--- src/imufhm_pkg.sv ---
package imufhm_pkg;

  // Config register indexes
  typedef enum logic [2:0] {
    REG_FAIL_LIMIT   = 3'd0,
    REG_FAST_RETRY   = 3'd1,
    REG_SLOW_RETRY   = 3'd2,
    REG_FAST_COUNT   = 3'd3,
    REG_RANGE_LIMIT  = 3'd4
  } reg_index_t;

  localparam int unsigned CFG_INDEX_W = 3;
  localparam int unsigned CFG_DATA_W  = 16;

  localparam logic [7:0]  FAIL_LIMIT_RST  = 8'd5;
  localparam logic [15:0] FAST_RETRY_RST  = 16'd100;
  localparam logic [15:0] SLOW_RETRY_RST  = 16'd500;
  localparam logic [7:0]  FAST_COUNT_RST  = 8'd5;
  localparam logic [14:0] RANGE_LIMIT_RST = 15'd29500;
  localparam logic [7:0]  SAT_MAX         = 8'd255;

  typedef enum logic [2:0] {
    ST_OK      = 3'd0,
    ST_NO_DATA = 3'd1,
    ST_TIMEOUT = 3'd2,
    ST_IO_ERR  = 3'd3,
    ST_BAD_ID  = 3'd4
  } status_t;

  typedef enum logic [1:0] {
    INIT_OK      = 2'd0,
    INIT_IO_ERR  = 2'd1,
    INIT_BAD_ID  = 2'd2,
    INIT_TIMEOUT = 2'd3
  } init_code_t;

  typedef enum logic [1:0] {
    RD_OK      = 2'd0,
    RD_TIMEOUT = 2'd1,
    RD_IO_ERR  = 2'd2,
    RD_OTHER   = 2'd3
  } read_code_t;

  typedef enum logic [1:0] {
    STG_NONE  = 2'd0,
    STG_READ  = 2'd1,
    STG_ZERO  = 2'd2,
    STG_RANGE = 2'd3
  } stage_t;

  localparam int unsigned NUM_WORDS = 7;
  localparam int unsigned TEMP_WORD = 3;
  localparam int unsigned IN_W      = 152;
  localparam int unsigned OUT_W     = 136;

  typedef struct packed {
    logic [7:0]  fail_limit;
    logic [15:0] fast_retry_ms;
    logic [15:0] slow_retry_ms;
    logic [7:0]  fast_retry_count;
    logic [14:0] range_limit;
  } cfg_t;

  // words: accel x/y/z, temp, gyro x/y/z (index 0 first)
  typedef struct packed {
    logic [31:0]                 now_ms;
    logic                        reinit_req;
    init_code_t                  init_outcome;
    read_code_t                  read_outcome;
    logic [NUM_WORDS-1:0][15:0]  words;
  } item_t;

  typedef struct packed {
    status_t     status;
    logic        init_tried;
    stage_t      fail_stage;
    logic [31:0] sample_seq;
    logic [31:0] sample_stamp;
    logic [31:0] errors_seen;
    logic [31:0] inits_done;
  } result_t;

  typedef struct packed {
    logic        pending_reinit;
    logic        ready;
    logic [7:0]  init_fails;
    logic [7:0]  link_fails;
    logic [31:0] seq_count;
    logic [31:0] stamp_reg;
    logic [31:0] error_total;
    logic [31:0] init_total;
  } mon_state_t;

endpackage

--- src/imu_frame_health_monitor_unit.sv ---
// IMU frame health monitor.
// Input stream s_*: one request per sensor poll (time, reinit request, init and
// read outcomes, seven raw words). Output stream m_*: exactly one result per
// request, in order (status, init flag, failure stage, sequence, stamp, counters).
// Config port cfg_*: write-only, one register per cycle at cfg_wr_en; write
// only while no request is in flight.
// Pipeline: an accepted request is held in the input register, then moves into the
// result register, where m_tvalid goes high and the result can be taken.
// Throughput: one request per cycle while m_tready is high; the monitor state
// (reinit, backoff, fail counters, sequence) is updated in the same cycle as the
// request moves from the input register into the result register.
// Stall: when m_tready is low the result register holds; the input register
// still takes one more request, then s_tready drops until the result is taken.
// Reset (rst, synchronous): both stages empty, counters cleared, config back to
// defaults, and a reinit pending so the first poll attempts an init.
// TIME_BITS sets the width of the retry deadline compare (time wraps there).
module imu_frame_health_monitor_unit import imufhm_pkg::*; #(
  parameter int unsigned TIME_BITS = 32
) (
  input  logic                   clk,
  input  logic                   rst,
  input  logic                   s_tvalid,
  output logic                   s_tready,
  // [31:0] now_ms, [32] reinit_req, [34:33] init_outcome, [36:35] read_outcome,
  // [52:37] accel_x, [68:53] accel_y, [84:69] accel_z, [100:85] temp_raw,
  // [116:101] gyro_x, [132:117] gyro_y, [148:133] gyro_z, [151:149] zero
  input  logic [IN_W-1:0]        s_tdata,
  output logic                   m_tvalid,
  input  logic                   m_tready,
  // [2:0] status, [3] init_tried, [5:4] fail_stage, [37:6] sample_seq,
  // [69:38] sample_stamp, [101:70] errors_seen, [133:102] inits_done, [135:134] zero
  output logic [OUT_W-1:0]       m_tdata,
  input  logic                   cfg_wr_en,
  input  logic [CFG_INDEX_W-1:0] cfg_addr,
  input  logic [CFG_DATA_W-1:0]  cfg_wdata
);

  cfg_t                 cfg;
  item_t                in_item;
  item_t                s_item;
  logic                 in_valid;
  mon_state_t           st;
  mon_state_t           st_next;
  logic [TIME_BITS-1:0] retry_due;
  logic [TIME_BITS-1:0] retry_due_next;
  result_t              res_next;
  result_t              res;
  logic                 out_valid;
  logic                 advance;

  // Unpack the request: field order matches the tdata layout above.
  always_comb begin
    s_item.now_ms       = s_tdata[31:0];
    s_item.reinit_req   = s_tdata[32];
    s_item.init_outcome = init_code_t'(s_tdata[34:33]);
    s_item.read_outcome = read_code_t'(s_tdata[36:35]);
    for (int i = 0; i < NUM_WORDS; i++) begin
      s_item.words[i] = s_tdata[37 + 16*i +: 16];
    end
  end

  // Handshake: a request advances when the result register is free or drains.
  assign advance  = in_valid && (!out_valid || m_tready);
  assign s_tready = !in_valid || advance;
  assign m_tvalid = out_valid;

  // Config registers
  always_ff @(posedge clk) begin
    if (rst) begin
      cfg.fail_limit       <= FAIL_LIMIT_RST;
      cfg.fast_retry_ms    <= FAST_RETRY_RST;
      cfg.slow_retry_ms    <= SLOW_RETRY_RST;
      cfg.fast_retry_count <= FAST_COUNT_RST;
      cfg.range_limit      <= RANGE_LIMIT_RST;
    end else if (cfg_wr_en) begin
      unique case (reg_index_t'(cfg_addr))
        REG_FAIL_LIMIT:  cfg.fail_limit       <= cfg_wdata[7:0];
        REG_FAST_RETRY:  cfg.fast_retry_ms    <= cfg_wdata;
        REG_SLOW_RETRY:  cfg.slow_retry_ms    <= cfg_wdata;
        REG_FAST_COUNT:  cfg.fast_retry_count <= cfg_wdata[7:0];
        REG_RANGE_LIMIT: cfg.range_limit      <= cfg_wdata[14:0];
        default: ;
      endcase
    end
  end

  // Input register
  always_ff @(posedge clk) begin
    if (rst) begin
      in_valid <= 1'b0;
    end else if (s_tready) begin
      in_valid <= s_tvalid;
    end
  end

  always_ff @(posedge clk) begin
    if (s_tvalid && s_tready) begin
      in_item <= s_item;
    end
  end

  imufhm_step #(
    .TIME_BITS(TIME_BITS)
  ) u_step (
    .cfg            (cfg),
    .item           (in_item),
    .st             (st),
    .retry_due      (retry_due),
    .st_next        (st_next),
    .retry_due_next (retry_due_next),
    .res            (res_next)
  );

  // Monitor state: updated once per request, as it moves to the result stage.
  always_ff @(posedge clk) begin
    if (rst) begin
      st.pending_reinit <= 1'b1;
      st.ready          <= 1'b0;
      st.init_fails     <= '0;
      st.link_fails     <= '0;
      st.seq_count      <= '0;
      st.stamp_reg      <= '0;
      st.error_total    <= '0;
      st.init_total     <= '0;
      retry_due         <= '0;
    end else if (advance) begin
      st        <= st_next;
      retry_due <= retry_due_next;
    end
  end

  // Result register
  always_ff @(posedge clk) begin
    if (rst) begin
      out_valid <= 1'b0;
    end else if (advance) begin
      out_valid <= 1'b1;
    end else if (m_tready) begin
      out_valid <= 1'b0;
    end
  end

  always_ff @(posedge clk) begin
    if (advance) begin
      res <= res_next;
    end
  end

  assign m_tdata = {2'b00, res.inits_done, res.errors_seen, res.sample_stamp,
                    res.sample_seq, res.fail_stage, res.init_tried, res.status};

  // Checks
  a_ready_when_empty: assert property (@(posedge clk) disable iff (rst)
    !in_valid |-> s_tready)
    else $error("input stage empty but request refused");

  a_advance_fills_out: assert property (@(posedge clk) disable iff (rst)
    advance |=> out_valid)
    else $error("result lost after advance");

  a_ok_has_seq: assert property (@(posedge clk) disable iff (rst)
    out_valid && res.status == ST_OK |-> res.sample_seq != '0)
    else $error("good sample with zero sequence");

  a_stage_not_ok: assert property (@(posedge clk) disable iff (rst)
    out_valid && res.fail_stage != STG_NONE |-> res.status != ST_OK)
    else $error("failure stage reported with ok status");

  a_tried_no_wait: assert property (@(posedge clk) disable iff (rst)
    out_valid && res.init_tried && res.status == ST_OK |-> res.sample_seq == 32'd1)
    else $error("sequence not restarted after init");

endmodule

--- src/imufhm_step.sv ---
module imufhm_step import imufhm_pkg::*; #(
  parameter int unsigned TIME_BITS = 32
) (
  input  cfg_t                 cfg,
  input  item_t                item,
  input  mon_state_t           st,
  input  logic [TIME_BITS-1:0] retry_due,
  output mon_state_t           st_next,
  output logic [TIME_BITS-1:0] retry_due_next,
  output result_t              res
);

  logic [TIME_BITS-1:0] now_t;
  logic [TIME_BITS-1:0] diff;
  logic                 pend;
  logic                 waiting;
  logic                 attempt;
  logic                 init_ok;
  logic [7:0]           init_fails_inc;
  logic [15:0]          delay;
  logic                 ready_eff;
  logic                 go;
  logic [7:0]           link_base;
  logic [7:0]           link_inc;
  logic                 all_zero;
  logic                 too_wide;
  logic signed [16:0]   lim_pos;
  logic signed [16:0]   lim_neg;
  logic signed [16:0]   v;
  stage_t               stage;
  status_t              init_status;
  status_t              chk_status;
  logic [31:0]          seq_inc;

  always_comb begin
    now_t   = TIME_BITS'(item.now_ms);
    diff    = now_t - retry_due;
    pend    = st.pending_reinit | item.reinit_req;
    waiting = pend && (retry_due != '0) && diff[TIME_BITS-1];
    attempt = pend && !waiting;
    init_ok = (item.init_outcome == INIT_OK);

    init_fails_inc = (st.init_fails == SAT_MAX) ? st.init_fails : st.init_fails + 8'd1;
    delay = (init_fails_inc <= cfg.fast_retry_count) ? cfg.fast_retry_ms : cfg.slow_retry_ms;

    unique case (item.init_outcome)
      INIT_IO_ERR: init_status = ST_IO_ERR;
      INIT_BAD_ID: init_status = ST_BAD_ID;
      INIT_TIMEOUT: init_status = ST_TIMEOUT;
      default: init_status = ST_OK;
    endcase

    ready_eff = attempt ? init_ok : st.ready;
    go        = !waiting && ready_eff;

    // frame checks: six axes against the range limit, temperature excluded
    lim_pos  = $signed({2'b00, cfg.range_limit});
    lim_neg  = -lim_pos;
    all_zero = 1'b1;
    too_wide = 1'b0;
    for (int i = 0; i < NUM_WORDS; i++) begin
      v = $signed({item.words[i][15], item.words[i]});
      if (item.words[i] != 16'd0) all_zero = 1'b0;
      if (i != TEMP_WORD && (v > lim_pos || v < lim_neg)) too_wide = 1'b1;
    end

    if (item.read_outcome != RD_OK) begin
      stage = STG_READ;
    end else if (all_zero) begin
      stage = STG_ZERO;
    end else if (too_wide) begin
      stage = STG_RANGE;
    end else begin
      stage = STG_NONE;
    end

    case (stage)
      STG_READ: chk_status = (item.read_outcome == RD_TIMEOUT) ? ST_TIMEOUT : ST_IO_ERR;
      STG_NONE: chk_status = ST_OK;
      default:  chk_status = ST_IO_ERR;
    endcase

    // defaults: nothing changes
    st_next        = st;
    retry_due_next = retry_due;
    st_next.pending_reinit = pend;
    res.status     = ST_NO_DATA;
    res.init_tried = attempt;
    res.fail_stage = STG_NONE;

    if (attempt) begin
      st_next.ready      = init_ok;
      st_next.seq_count  = '0;
      st_next.stamp_reg  = '0;
      st_next.link_fails = '0;
      st_next.init_total = st.init_total + 32'd1;
      if (init_ok) begin
        st_next.pending_reinit = 1'b0;
        st_next.init_fails     = '0;
        retry_due_next         = '0;
      end else begin
        st_next.pending_reinit = 1'b1;
        st_next.init_fails     = init_fails_inc;
        retry_due_next         = now_t + TIME_BITS'(delay);
        res.status             = init_status;
      end
    end

    link_base = attempt ? 8'd0 : st.link_fails;
    link_inc  = (link_base == SAT_MAX) ? link_base : link_base + 8'd1;
    seq_inc   = st_next.seq_count + 32'd1;

    if (go) begin
      res.fail_stage = stage;
      res.status     = chk_status;
      if (stage != STG_NONE) begin
        st_next.error_total = st.error_total + 32'd1;
        if (stage == STG_READ || stage == STG_ZERO) begin
          st_next.link_fails = link_inc;
          if (link_inc >= cfg.fail_limit) begin
            st_next.ready          = 1'b0;
            st_next.pending_reinit = 1'b1;
            retry_due_next         = now_t + TIME_BITS'(cfg.fast_retry_ms);
          end
        end
      end else begin
        st_next.seq_count  = (seq_inc == '0) ? 32'd1 : seq_inc;
        st_next.stamp_reg  = 32'(now_t);
        st_next.link_fails = '0;
      end
    end

    res.sample_seq   = st_next.seq_count;
    res.sample_stamp = st_next.stamp_reg;
    res.errors_seen  = st_next.error_total;
    res.inits_done   = st_next.init_total;
  end

endmodule

--- config.mk ---
export PLATFORM = sky130hd
export DESIGN_NAME = imu_frame_health_monitor_unit
export DESIGN_NICKNAME = d
export VERILOG_FILES = /design/src/imufhm_pkg.sv /design/src/imu_frame_health_monitor_unit.sv /design/src/imufhm_step.sv
export SDC_FILE = /design/constraint.sdc
export NUM_CORES = 1
export LEC_CHECK = 0
export BUFFER_PORTS_ARGS = -buffer_cell sky130_fd_sc_hd__buf_4
export CORE_MARGIN = 2
export CORE_UTILIZATION = 25
export CTS_BUF_LIST = sky130_fd_sc_hd__clkbuf_4 sky130_fd_sc_hd__clkbuf_8
export DETAILED_ROUTE_END_ITERATION = 7
export PLACE_DENSITY = 0.53
export SLEW_MARGIN = 15
export SYNTH_ARGS = -nofsm -noshare
export SYNTH_HDL_FRONTEND = slang
export SYNTH_SLANG_ARGS = --single-unit
--- constraint.sdc ---
create_clock -name clk -period 7.2 [get_ports clk]
set_input_delay 1.44 -clock clk [delete_from_list [all_inputs] [get_ports clk]]
set_output_delay 1.44 -clock clk [all_outputs]
set_load 0.01 [all_outputs]
* Word-level counts from Yosys, hierarchy flattened
Index checks and enable logic that the tools add are counted.
** Word-level totals
- Register bits :: 526
- Bits in latches :: 0
- Bits in writable memories :: 0
- ROM bits :: 0
- Bits of input ports :: 176
- Output and inout port bits :: 138
- Memories :: 0
** Cells by class
- Add/sub/neg operators :: 9
- $mul :: 0
- Div/mod/pow operators :: 0
- Order comparisons :: 14
- Eq/ne operators :: 12
- Shift operators :: 0
- Multiplexer cells :: 49
- Bitwise operators :: 1
- Reduce and logical (&&, ||, !) cells :: 39
** Operator list (count)
- $mux 32 :: 9
- $reduce_bool 16->1 :: 7
- $mux 104 :: 1
- $lt 16x17->1 :: 6
- $add 32x1->32 const B :: 3
- $gt 16x16->1 :: 6
- $mux 82 :: 1
- $add 32x16->32 :: 2
- $mux 64 :: 1
- $mux 8 :: 6
- $logic_not 32->1 :: 1
- $reduce_bool 32->1 :: 1
- $sub 32x32->32 :: 1
- $mux 1 :: 18
- $neg 15->17 :: 1
- $add 8x1->8 const B :: 2
- $eq 8x8->1 const B :: 2
- $mux 16 :: 1
- $mux 2 :: 7
- $reduce_and 2->1 :: 6
- $logic_or 1x1->1 :: 9
- $mux 3 :: 3
- $pmux 3 s3 :: 1
- $ge 8x8->1 :: 1
- 13 further kinds :: 28

* Depth between registers and ports, before layout
- Word-level depth :: 17
- Mapped depth :: 30

* Cells and area by module
Synthesis repeated with hierarchy kept, for this count alone.
** Unflattened totals
- Cells, all modules :: 3283
- Area total of the unflattened synthesis :: 32313.5 µm²
** Modules (own cells, without submodules)
- imu_frame_health_monitor_unit :: times used 1, cells an instance 1318, area an instance 18775.5 µm², seq. area each 13362.8 µm²
- imufhm_step :: times used 1, cells an instance 1965, area an instance 13538.0 µm², seq. area each 0.0 µm²

* Worst setup path before layout
Ideal clock, no wire load.
- Path type :: input -> register
- Start :: input port m_tready
- End :: register res, in the netlist m_tdata[0] (enable)
- Library setup time :: 550 ps
- Data arrival time :: 6338 ps
- Slack :: 312 ps
- Cell stages on the path :: 7
- Cells stage by stage :: nor2b_1 -> nand2b_1 -> clkbuf_1 -> clkinv_1 -> clkbuf_1 -> clkbuf_1 -> buf_1
** On the way
- Word-level cells in the longest chain between the ends :: 2
** RTL lines
- start, declared :: RTL line imu_frame_health_monitor_unit.sv:29 : input logic m_tready,
- $logic_or 1x1->1 :: RTL line imu_frame_health_monitor_unit.sv:63 : assign advance = in_valid && (!out_valid || m_tready);
- $logic_and 1x1->1 :: RTL line imu_frame_health_monitor_unit.sv:63
- net advance :: RTL line imu_frame_health_monitor_unit.sv:49 : logic advance;
- end signal, assigned :: RTL line imu_frame_health_monitor_unit.sv:145 : res <= res_next;
- end, declared :: RTL line imu_frame_health_monitor_unit.sv:47 : result_t res;
The timed path passes the listed nets, and every way through them passes these cells.
A chain may end at the register's enable or synchronous reset.

==> flow_metrics.py <==
metrics = {
    "status": {
        "outcome": "complete, no violations",
    },
    "critical_path": {
        "crit_chain": "inv_1 -> ha_1 -> nand3_1 -> nor2_1 -> xnor2_1 -> ha_1 -> a21o_1 -> a2111o_1 -> a2111oi_1 -> buf_4 -> a2111oi_0 -> nand4b_1 -> nor3_1 -> buf_4 -> a211o_1 -> ha_1 -> nor2_1 -> inv_1 -> a211oi_4 -> nand2_1 -> nor3_1 -> nand3_1 -> xnor2_1",
        "path_class": "reg -> reg",
        "endpoint": "m_tdata[96]$_DFFE_PP_",
        "worstSetupEndpointType": "register",
        "r2r-start": "cfg[1]$_SDFFE_PP0P_",
        "cp.arrival_ps": 7130,
        "path_buf_inv": 4,
        "reg2reg_depth": 23,
        "path_common_cell": "ha_1",
        "cp_max_fo": 9,
        "startpoint": "cfg[1]$_SDFFE_PP0P_",
        "cp_top_family": "compound AO/OA/AOI/OAI gates",
        "worstReg2RegEnd": "m_tdata[96]$_DFFE_PP_",
        "critical_path.max_stage_delay_ps": 710,
        "critPathRequiredTime_ps": 7700,
        "start_kind": "register",
        "crit_slowest_cell": "xnor2_1",
        "reg2reg_slack_ps": 560,
        "crit_cells": 23,
    },
    "pwr": {
        "p_leak_uw": 0.0140,
        "peakVddDrop_mv": 0.178,
        "powerDensity_nw_per_um2": 207,
    },
    "clock_network": {
        "insertion_delay_ps": 770,
        "path_clk_slew_ps": 60,
        "cts_root_buffer": "clkbuf_8",
        "cts-buffers-inserted": 98,
        "hold_buffers": 0,
        "cts_tree": "yes",
        "cts.path.max_buffers": 3,
        "cts_sinks": 526,
        "cts_max_level": 3,
    },
    "floorplan": {
        "start_util_pct": 25.2,
        "die_h_um": 349,
        "dieArea_um2": 122000,
        "rows": 126,
        "fp.dieW_um": 349,
        "core_area_um2": 118000,
        "io_pins": 314,
    },
    "layout": {
        "fin_nets": 3865,
        "stdcell_area_um2": 35900,
        "layout_common_cells": "nand2_1, buf_4, edfxtp_1",
        "synthToLayoutAreaGrowth_pct": 20.7,
        "final_layout_size_suffix_gt1_share_pct": 16.7,
        "final_common_cell": "nand2_1",
        "post-route-util_pct": 30.4,
    },
    "synth": {
        "syn_inst": 3096,
        "seq_area_frac_synth_pct": 44.9,
        "synth-main-ff-cell": "edfxtp_1",
        "ys_seq_elements": 526,
        "async_flop_share_pct": 0,
        "synth.distinct_cells": 85,
        "synth.cell_area_um2": 29800,
        "synth_warnings": 0,
        "synth-edff-count": 283,
        "syn_avg_cell_area_um2": 9.61,
    },
    "detailed_routing": {
        "drtAntennaViolNets": 0,
        "drc": 0,
        "first_iter_violations": 1672,
        "totalWireLength_mm": 95.5,
        "avgRoutedWirePerCell_um": 19.0,
        "vias": 24537,
        "first_pass_iters": 5,
        "viasPerCell": 4.88,
    },
    "global_route": {
        "grt.total_usage_pct": 15.3,
        "antenna_found_initial": 8,
        "grt_overflow": 0,
        "grt_pass1_wl_mm": 143,
        "grt_pass1_vias": 23603,
        "grt_max_degree": 134,
    },
    "place": {
        "hpwl_mm": 69.8,
        "routabilityCongestion": 0.904,
        "io_buffers": 308,
        "dpl_cell_area_um2": 33800,
    },
    "timing": {
        "worstMarginPinSlew_ps": 1070,
        "setup_tns_ps": 0,
        "maxSlewHeadroom_pct": 28.4,
        "final-setup-viol-count": 0,
        "skew_ps": 74.1,
        "hold_viol_final": 0,
        "hold_slack_ps": 453,
        "period_needed_ps": 6640,
        "rsz0062_at_grt": "false",
        "drv_slew": 0,
        "max_freq_mhz": 151,
        "final.period_utilization_pct": 92.2,
    },
    "hold_path": {
        "min_path_type": "reg -> reg",
    },
    "flow_run": {
        "drv_cap": 0,
    },
}
## synth_stat cells (all sizes together) (24+ instances only)
cell    number  area, um^2
a21o        38         285
a21oi      197         986
and3        37         231
buf         36         196
clkbuf     105         394
dfxtp      243        4860
edfxtp     283        8500
ha         276        3450
inv        100         375
nand2      383        1440
nand2b      33         206
nand3      145         731
nand4       81         519
nor2       249         940
nor2b       27         169
nor3        83         437
nor4        68         425
o211ai      27         203
o21a        32         240
o21ai      122         611
or3         24         155
xnor2      123        1080
xor2        98         858
## timing repair
item / in CTS / in global routing
buffers inserted: 0 / 0
resized for setup: 0 / 1
endpoints found under the setup margin: 0 / 5
## routing by layer
metal	share of wire [%]	global-route usage [%]
met5	0.070	0
met4	3.4	5.71
met3	6.0	3.03
met2	45	24.6
met1	45	20.1
## layout make-up
| class | count | area (um^2) |
|---|---|---|
| Antenna cell | 3 | 7.51 |
| Clock buffer | 141 | 1740 |
| Clock inverter | 42 | 338 |
| Fill cell | 12317 | 82200 |
| Inverter | 101 | 387 |
| Multi-Input combinational cell | 2329 | 15500 |
| Sequential cell | 526 | 13400 |
| Tap cell | 1536 | 1920 |
| Timing Repair Buffer | 355 | 2680 |
## flip-flops by register name, summed over array words and instances, names as in the netlist
signal     count
m_tdata      134
st           146
m_tvalid       1
in_item      149
retry_due     32
in_valid       1
cfg           63
## worst min path at each step
| stage | start | end | cells after the start |
|---|---|---|---|
| CTS | cfg[33]$_SDFFE_PP0P_ | cfg[33]$_SDFFE_PP0P_ | 2 |
| detailed placement | cfg[33]$_SDFFE_PP0P_ | cfg[33]$_SDFFE_PP0P_ | 2 |
| global route | cfg[16]$_SDFFE_PP0P_ | cfg[16]$_SDFFE_PP0P_ | 2 |
| floorplan | cfg[23]$_SDFFE_PP0P_ | cfg[23]$_SDFFE_PP0P_ | 2 |
| finish | cfg[16]$_SDFFE_PP0P_ | cfg[16]$_SDFFE_PP0P_ | 2 |
| global placement | cfg[23]$_SDFFE_PP0P_ | cfg[23]$_SDFFE_PP0P_ | 2 |
## tightest hold or removal path, stage by stage, from the launching register on
cell and delay [ps]:
dfxtp_1 310, nand2_1 50, a21oi_1 50
## per-stage QoR
| step | power (uW) | setup WS (ps) | cells |
|---|---|---|---|
| 2_1_floorplan | 4000 | 312 | 3097 |
| 3_3_place_gp | 4390 | 447 | 4847 |
| 3_5_place_dp | 4400 | 536 | 4847 |
| 4_1_cts | 7550 | 516 | 5030 |
| 5_1_grt | 7780 | 20.8 | 5032 |
| 6_report | 7420 | 563 | 5033 |
## cells by family after synthesis
kind of cell	share of synthesized area, %
other	0.0126
buffers and inverters	3.26
AO/OA/AOI/OAI	13.2
AND/OR/NAND/NOR	19.4
XOR/XNOR	6.51
adder cells (fa/ha/maj)	11.7
multiplexers	0.913
flip-flops	44.9
## report_power, final
| part | internal (uW) | switching, uW |
|---|---|---|
| clock network | 1690 | 1400 |
| registers | 3300 | 119 |
| logic | 359 | 555 |
| total | 5350 | 2070 |
Note: power is estimated with default switching activity, not from simulation.
